**src/assert_macros.svh**
```systemverilog
// assertion macros for the knight search rtl
// no dependencies; expects clk and rst_n in the scope of each use
`ifndef ASSERT_MACROS_SVH
`define ASSERT_MACROS_SVH

`ifndef SYNTH
`define KM_ASSERT(lbl, prop) \
  lbl: assert property (@(posedge clk) disable iff (!rst_n) (prop)) \
    else $error("knight search assertion failed");
`define KM_ASSERT_NEVER(lbl, cond) \
  lbl: assert property (@(posedge clk) disable iff (!rst_n) !(cond)) \
    else $error("knight search forbidden condition");
`else
`define KM_ASSERT(lbl, prop)
`define KM_ASSERT_NEVER(lbl, cond)
`endif

`endif

```
**src/kmm_pkg.sv**
```systemverilog
// shared types and constants for the knight shortest-path search
// no dependencies
package kmm_pkg;

  localparam int KM_MAX_DIM = 64;
  localparam int ROWS_W     = 7;
  localparam int COORD_IN_W = 6;
  localparam int DIST_W     = 12;
  localparam logic [DIST_W-1:0] DIST_MAX = 12'hFFF;
  localparam int JUMP_N     = 8;

  localparam logic signed [2:0] JUMP_DR [0:JUMP_N-1] =
    '{3'sd1, 3'sd1, -3'sd1, -3'sd1, 3'sd2, 3'sd2, -3'sd2, -3'sd2};
  localparam logic signed [2:0] JUMP_DC [0:JUMP_N-1] =
    '{3'sd2, -3'sd2, 3'sd2, -3'sd2, 3'sd1, -3'sd1, 3'sd1, -3'sd1};

  typedef enum logic [2:0] {
    ST_IDLE,
    ST_CLEAR,
    ST_SEED,
    ST_FETCH,
    ST_SCAN,
    ST_DRAIN,
    ST_LOOKUP,
    ST_REPLY
  } state_t;

  typedef struct packed {
    logic capture;
    logic clear;
    logic seed;
    logic fetch;
    logic scan;
    logic lookup;
    logic reply;
  } dp_cmd_t;

  typedef struct packed {
    logic bad_in;
    logic clr_last;
    logic k_last;
    logic empty;
    logic out_free;
  } dp_stat_t;

endpackage

```
**src/kmm_ctrl.sv**
```systemverilog
// sequencer for the knight search: clear, seed, fetch/scan loop, lookup, reply
// depends on kmm_pkg
module kmm_ctrl (
  input  logic               clk,
  input  logic               rst_n,
  input  logic               in_valid,
  output logic               in_stall,
  input  kmm_pkg::dp_stat_t  stat,
  output kmm_pkg::dp_cmd_t   cmd
);
  import kmm_pkg::*;

  state_t state_r;
  state_t state_nxt;

  always_ff @(posedge clk) begin
    if (!rst_n) begin
      state_r <= ST_IDLE;
    end else begin
      state_r <= state_nxt;
    end
  end

  always_comb begin
    state_nxt = state_r;
    unique case (state_r)
      ST_IDLE: begin
        if (in_valid) begin
          state_nxt = stat.bad_in ? ST_REPLY : ST_CLEAR;
        end
      end
      ST_CLEAR: begin
        if (stat.clr_last) begin
          state_nxt = ST_SEED;
        end
      end
      ST_SEED:  state_nxt = ST_FETCH;
      ST_FETCH: state_nxt = stat.empty ? ST_LOOKUP : ST_SCAN;
      ST_SCAN: begin
        if (stat.k_last) begin
          state_nxt = ST_DRAIN;
        end
      end
      ST_DRAIN:  state_nxt = ST_FETCH;
      ST_LOOKUP: state_nxt = ST_REPLY;
      ST_REPLY: begin
        if (stat.out_free) begin
          state_nxt = ST_IDLE;
        end
      end
      default: state_nxt = ST_IDLE;
    endcase
  end

  always_comb begin
    cmd      = '0;
    in_stall = 1'b1;
    unique case (state_r)
      ST_IDLE: begin
        in_stall    = 1'b0;
        cmd.capture = in_valid;
      end
      ST_CLEAR:  cmd.clear  = 1'b1;
      ST_SEED:   cmd.seed   = 1'b1;
      ST_FETCH:  cmd.fetch  = !stat.empty;
      ST_SCAN:   cmd.scan   = 1'b1;
      ST_DRAIN:  cmd        = '0;
      ST_LOOKUP: cmd.lookup = 1'b1;
      ST_REPLY:  cmd.reply  = stat.out_free;
      default:   cmd        = '0;
    endcase
  end

endmodule

```
**config.mk**
```make
export PLATFORM = sky130hd
export DESIGN_NAME = kmm_ctrl
export DESIGN_NICKNAME = d
export VERILOG_FILES = /design/src/assert_macros.svh /design/src/kmm_pkg.sv /design/src/kmm_ctrl.sv
export SDC_FILE = /design/constraint.sdc
export NUM_CORES = 1
export LEC_CHECK = 0
export BUFFER_PORTS_ARGS = -buffer_cell sky130_fd_sc_hd__buf_4
export CAP_MARGIN = 20
export CORE_AREA = 2 2 39 41
export DETAILED_ROUTE_END_ITERATION = 8
export DIE_AREA = 0 0 41 43
export HOLD_SLACK_MARGIN = 0.1
export SYNTH_ARGS = -nofsm -noshare
export SYNTH_HDL_FRONTEND = slang
export SYNTH_SLANG_ARGS = --single-unit
```
**constraint.sdc**
```tcl
create_clock -name clk -period 1.2 [get_ports clk]
set_input_delay 0.24 -clock clk [delete_from_list [all_inputs] [get_ports clk]]
set_output_delay 0.24 -clock clk [all_outputs]
set_load 0.01 [all_outputs]
```
==> impl_results.md, run 1 <==
- Fin. Hold Viols: 0
- Number of synthesis warnings: 0
- Relative slew slack: 0.772
- Max frequency: 733 MHz
- Share of layout cells above drive strength 1: 0.648
- Primary FF master, synth: dfxtp_1
- RSZ-0062 raised after global routing: yes
- Violated checks: negative setup slack
- Root Buffer: clkbuf_4
- FF-to-FF End: state_r[1]
- Setup slack after layout: -0.165 ns
- Core ar.: 1380 µm²
- Critical Path RT: 0.96 ns
- Seq pwr share: 0.222
- Core Rows: 14
- Max FO, Critical Path: 4
- Path depth of the worst reg2reg path: 3
- Clock share of power: 0.265
- Iter 0 DRT Violations: 4
- DR vias: 308
- Setup CP Type: register to primary output
- NetSw: 231 µW
- Hold Path Sink: state_r[2]
- Post-route insts no fill: 70
- Switching share of power: 0.349
- Final core occ: 0.342
- Syn nets: 41
- Die area: 1760 µm²
- Leak pwr: 0.000213 µW
- Cell Pwr Density: 1400 nW/µm²
- Gr ovfl total: 0
- Routability Congestion: 0.771
- Syn Std Cell Area: 259 µm²
- Initial antenna violation count: 0
- Boundary pin count: 16
- Largest net degree at the start of global routing: 12
- I/O Buffers: 15
- Hold path depth: 3
- Max Slew Vio Count: 0
- Final TNS setup: -0.783 ns
- Largest area contributor in the netlist: dfxtp_1
- Distinct cells, synth: 19
- First-pass GRT wire length: 1.18 mm
- Tmin final: 1.36 ns
- Worst skew pair latency: 0.23 ns
- Routed Antenna Nets: 0
- Final #Nets: 63
- HP Start: rst_n
- Number of synthesized register bits: 3
- Final setup fails: 8
- Avg Inst Size Synth: 7.85 µm²
- Synth top area share: 0.232
- Most flop-heavy register: state_r
- Synth area leaders: dfxtp_1 23%, o31ai_4 8.2%, nor3_1 5.8%, a211oi_1 5.8%, inv_1 5.8%
- Post-synth ARST share: 0
- Sequential share of the synthesized area: 0.232
- Post-Route WL: 683 µm
- Worst-margin pin slew: 0.337 ns
- CTS Buf Count: 3
- Drt pass-1 iters: 4
- R2R Path Start: state_r[2]
- Nature of the critical path endpoint: primary output
- CTS tree: yes
- Count leader, synth: inv_1
- WP data arrival: 1.12 ns
- Placed Cells: 65
- CTS Buffer Depth: 2
- GR Util All Layers: 0.101
- Width of the die: 41 µm
- Gate power share: 0.513
- Worst Skew: 0.00178 ns
- Post-synth top cells: 4 x inv_1, 3 x dfxtp_1, 3 x nand2_1, 3 x nor2_1, 3 x nor3_1
- VDD IR-drop max: 0.393 mV
- Max-cap viol count: 0
- H-tree Lvls: 1
- CTS clk-pin slew, worst paths: 0.04 ns
- Vert. Die Dim: 43 µm
- Crit path from: state_r[1]
- Mapped Cells: 33
- Detailed placement HPWL: 519 µm
- Critical Path Source Type: register
- Largest register FFs: 3
- Top flop regs: state_r: 3 flops
- Number of flops mapped to enable cells by yosys: 0
- Status: finished with violations
- Layout area overhead: 82.6%
- P_int: 430 µW
- # diodes: 0
- Number of remaining DRC errors: 0
- DR vias/cell: 4.40
- Period utilization: 1.14
- Number of global-route vias before repair: 291
- Worst R2R Setup Slack: 0.10 ns
- Initial Utilization: 0.187
- Drt wl/cell: 9.76 µm
- WHS: 0.264 ns
- HP Class: primary input to register
- Clock sinks: 3
[stage by stage]
step                      total power, µW  instance area [µm²]  worst slack, ns
after floorplan                       336                  272           0.0150
after global placement                452                  413           0.0288
after detailed placement              452                  413         -0.00794
after CTS                             674                  473           -0.181
after global routing                  716                  473           -0.218
final                                 661                  473           -0.165
[repair_timing]
action | in CTS | in global routing
pin swaps | 2 | 0
buffers inserted | 1 | 0
hold buffers | 0 | 0
endpoints found under the hold margin | 0 | 0
gates resized for setup | 9 | 0
endpoints found under the setup margin | 9 | 8
[worst max-delay path, stage by stage (launching register included)]
cell and delay (ns):
dfxtp_2 0.33, or3_4 0.38, nor2_4 0.09, buf_6 0.10
[cells by family (layout without fill, tap and decap cells)]
| kind of cell | after synthesis | in the layout | share of synthesized area |
|---|---|---|---|
| buffers and inverters | 7 | 28 | 0.140 |
| muxes | 1 | 1 | 0.0580 |
| and+or+nand+nor | 15 | 15 | 0.324 |
| AOI/OAI and AO/OA | 7 | 7 | 0.246 |
| DFF | 3 | 3 | 0.232 |
[area by class of cell]
type	instances	area (µm²)
multi-input cells	23	193
fillers	157	911
well taps	16	20.0
repair buffers	20	154
flip-flops and latches	3	65.1
clock buffers	4	26.3
inverters	4	15.0
[how the worst max path moves through the flow]
stage                     slack (ns)  depth (start not counted)          to
final                          -0.16                          3      cmd[6]
after detailed placement      -0.008                          3  state_r[1]
after global placement          0.03                          3  state_r[1]
after global routing           -0.22                          4      cmd[0]
after CTS                      -0.18                          3      cmd[6]
after floorplan                 0.01                          3      cmd[6]
[routing by layer]
metal / track usage / vias to the layer above / routed length [µm]
met5: 0 / - / 0
met2: 0.138 / 10 / 348
li1: - / 159 / -
met4: 0.0800 / 0 / 0
met3: 0.0314 / 0 / 49
met1: 0.125 / 139 / 285
[power by group through the flow]
stage | clock [µW] | sequential [µW] | combinational [µW]
floorplan | 0 | 131 | 205
global placement | 0 | 144 | 307
detailed placement | 0 | 145 | 308
CTS | 187 | 147 | 341
global route | 195 | 150 | 371
finish | 175 | 147 | 339
[layout by cell type, fill, tap and decap left out]
cell type  instances
or3_4              1
o31ai_4            1
nor2_4             1
nor4_2             1
nand2_1            3
or2_4              1
clkbuf_1           1
dfxtp_1            1
nor3_2             3
nand2b_1           1
a22o_1             1
mux2_4             1
clkbuf_4           3
buf_4             19
inv_2              1
dfxtp_2            1
inv_1              3
and3_1             1
buf_6              1
nor2_1             2
a311oi_1           1
a21oi_1            2
dfxtp_4            1
nor4b_1            1
a211oi_1           2
Note: power is estimated with default switching activity, not from simulation.
==> inputs of run 2 (changes only) <==
==> constraint.sdc (replaced) <==
create_clock -name clk -period 1.27 [get_ports clk]
set_input_delay 0.254 -clock clk [delete_from_list [all_inputs] [get_ports clk]]
set_output_delay 0.254 -clock clk [all_outputs]
set_load 0.01 [all_outputs]
==> run 2 against run 1 <==
Net effect:
- the run still ends with negative setup slack left
- critical endpoint unchanged
- setup slack better by 0.036 ns
- critical path type unchanged
- critical path depth unchanged
- clock skew grew 0.0054 ns
- combinational power increased by 27%
==> impl_results.md, run 2 (synthesis results as in run 1) <==
- Status: finished with violations
- Violated checks: negative setup slack
- Commonest non-fill, non-tap cell in the layout: buf_4
- Share of layout cells above drive strength 1: 0.783 (+0.135)
- DR vias: 369 (+20%)
- Switching share of power: 0.374 (+0.0255)
- Number of remaining DRC errors: 0 (unchanged)
- Setup slack after layout: -0.129 ns (+0.0360 ns)
- Routability Congestion: 0.780 (+1.3%)
- Gate power share: 0.572 (+0.059)
- Largest net degree at the start of global routing: 12 (unchanged)
- Initial Utilization: 0.187 (unchanged)
- H-tree Lvls: 1 (unchanged)
- NetSw: 282 µW (+22%)
- Max Slew Vio Count: 0 (unchanged)
- Max FO, Critical Path: 4 (unchanged)
- DR vias/cell: 4.86 (+10%)
- Tmin final: 1.40 ns
- Clock sinks: 3 (unchanged)
- I/O Buffers: 15 (unchanged)
- CTS clk-pin slew, worst paths: 0.04 ns (about the same)
- # diodes: 0 (unchanged)
- Final core occ: 0.411 (+0.0696)
- GR Util All Layers: 0.113 (+0.0120)
- Final TNS setup: -0.380 ns (+0.403 ns)
- Gr ovfl total: 0 (unchanged)
- Post-Route WL: 1.05 mm (+53%)
- # hold bufs at CTS: 0 (unchanged)
- P_int: 470 µW (+9.3%)
- Period utilization: 1.10
- Vert. Die Dim: 43 µm (unchanged)
- Width of the die: 41 µm (unchanged)
- Setup CP Type: register to primary output
- Core Rows: 14 (unchanged)
- Seq pwr share: 0.194 (-0.028)
- Boundary pin count: 16 (unchanged)
- HP Class: primary input to register
- Fin. Hold Viols: 0 (unchanged)
- Final setup fails: 6 (-2)
- Cell Pwr Density: 1320 nW/µm² (-5.5%)
- Initial antenna violation count: 0 (unchanged)
- Critical Path Source Type: register
- Number of global-route vias before repair: 316 (+8.6%)
- Max frequency: 715 MHz
- Nature of the critical path endpoint: primary output
- Worst Skew: 0.00717 ns (+0.00539 ns)
- CTS Buffer Depth: 2 (unchanged)
- Most flop-heavy register: state_r
- Critical Path RT: 1.02 ns (+0.06 ns)
- Pwr Total: 752 µW (+14%)
- RSZ-0062 raised after global routing: yes
- Clock share of power: 0.234 (-0.031)
- VDD IR-drop max: 0.550 mV (+40%)
- Drt pass-1 iters: 4 (unchanged)
- Layout area overhead: 120%
- CTS Buf Count: 3 (unchanged)
- Leak pwr: 0.000265 µW (+25%)
- Worst skew pair latency: 0.24 ns (about the same)
- Core ar.: 1380 µm² (unchanged)
- Final #Nets: 69 (+9.5%)
- Relative slew slack: 0.820 (+0.0475)
- Root Buffer: clkbuf_4
- Largest register FFs: 3 (unchanged)
- CTS tree: yes
- First-pass GRT wire length: 1.25 mm (+5.9%)
- Top flop regs: state_r: 3 flops
- Die area: 1760 µm² (unchanged)
- Drt wl/cell: 13.8 µm (+41%)
- Worst-margin pin slew: 0.270 ns (-0.0672 ns)
- WP data arrival: 1.14 ns (+0.02 ns)
- Detailed placement HPWL: 530 µm (+2.1%)
- Routed Antenna Nets: 0 (unchanged)
- Max-cap viol count: 0 (unchanged)
- Iter 0 DRT Violations: 7 (+3)
- Leading cell types in the layout, fill and taps excluded: 21 x buf_4, 4 x buf_6, 3 x nor2_2, 3 x clkbuf_4
[run 2: cell types whose count changed in the layout (fill, tap and decap cells not counted), moves of 2 or more]
| cell | delta |
|---|---|
| buf_4 | +2 |
| buf_6 | +3 |
| nor2_1 | -2 |
| nor2_2 | +3 |
| nor3_2 | -2 |
| nor3_4 | +2 |
[run 2: power groups by stage]
stage / Combinational, µW / Sequential [µW] / Clock (µW)
after floorplan: 179 / 123 / 0
after global placement: 268 / 138 / 0
after detailed placement: 266 / 139 / 0
after CTS: 299 / 141 / 178
after global routing: 455 / 148 / 186
final: 430 / 146 / 176
[run 2: layout make-up]
class | instances | area [µm²]
Clock buffer | 4 | 26.3
Fill cell | 145 | 815
Inverter | 4 | 20.0
Multi-Input combinational cell | 23 | 219
Sequential cell | 3 | 68.8
Tap cell | 16 | 20.0
Timing Repair Buffer | 26 | 215
[run 2: path summary, 6_finish.rpt]
path	startpoint	endpoint	slack, ns	depth (start not counted)
worst max-delay path	state_r[1]	cmd[6]	-0.13	3
worst max register to register	state_r[0]	state_r[1]	-0.02	5
worst min register to register	state_r[1]	state_r[2]	0.67	3
worst min-delay path	rst_n	state_r[0]	0.27	3
[run 2: layer usage]
| layer | GRT usage | wire (µm) | vias up |
|---|---|---|---|
| li1 | - | - | 168 |
| met1 | 0.113 | 396 | 178 |
| met2 | 0.153 | 554 | 17 |
| met3 | 0.0314 | 49 | 6 |
| met4 | 0.153 | 46 | 0 |
| met5 | 0 | 0 | - |
[run 2: critical path: stages (launching register included)]
cell and delay, ns:
dfxtp_4 0.35, or3_4 0.37, nor2_2 0.08, buf_4 0.12
[run 2: through the flow]
| step | area, µm² | hold WS, ns | instances | worst slack, ns |
|---|---|---|---|---|
| final | 569 | 0.274 | 76 | -0.129 |
| after floorplan | 262 | 0.368 | 33 | 0.0160 |
| after CTS | 454 | 0.273 | 69 | -0.140 |
| after global placement | 395 | 0.526 | 64 | 0.0624 |
| after global routing | 569 | 0.279 | 76 | -0.175 |
| after detailed placement | 395 | 0.532 | 64 | 0.0771 |
[run 2: what timing repair did]
item / 4_1_cts / 5_1_grt
pin swaps: 2 / 4
setup buffers: 1 / 7
resized for setup: 9 / 16
setup endpoints to repair: 8 / 8
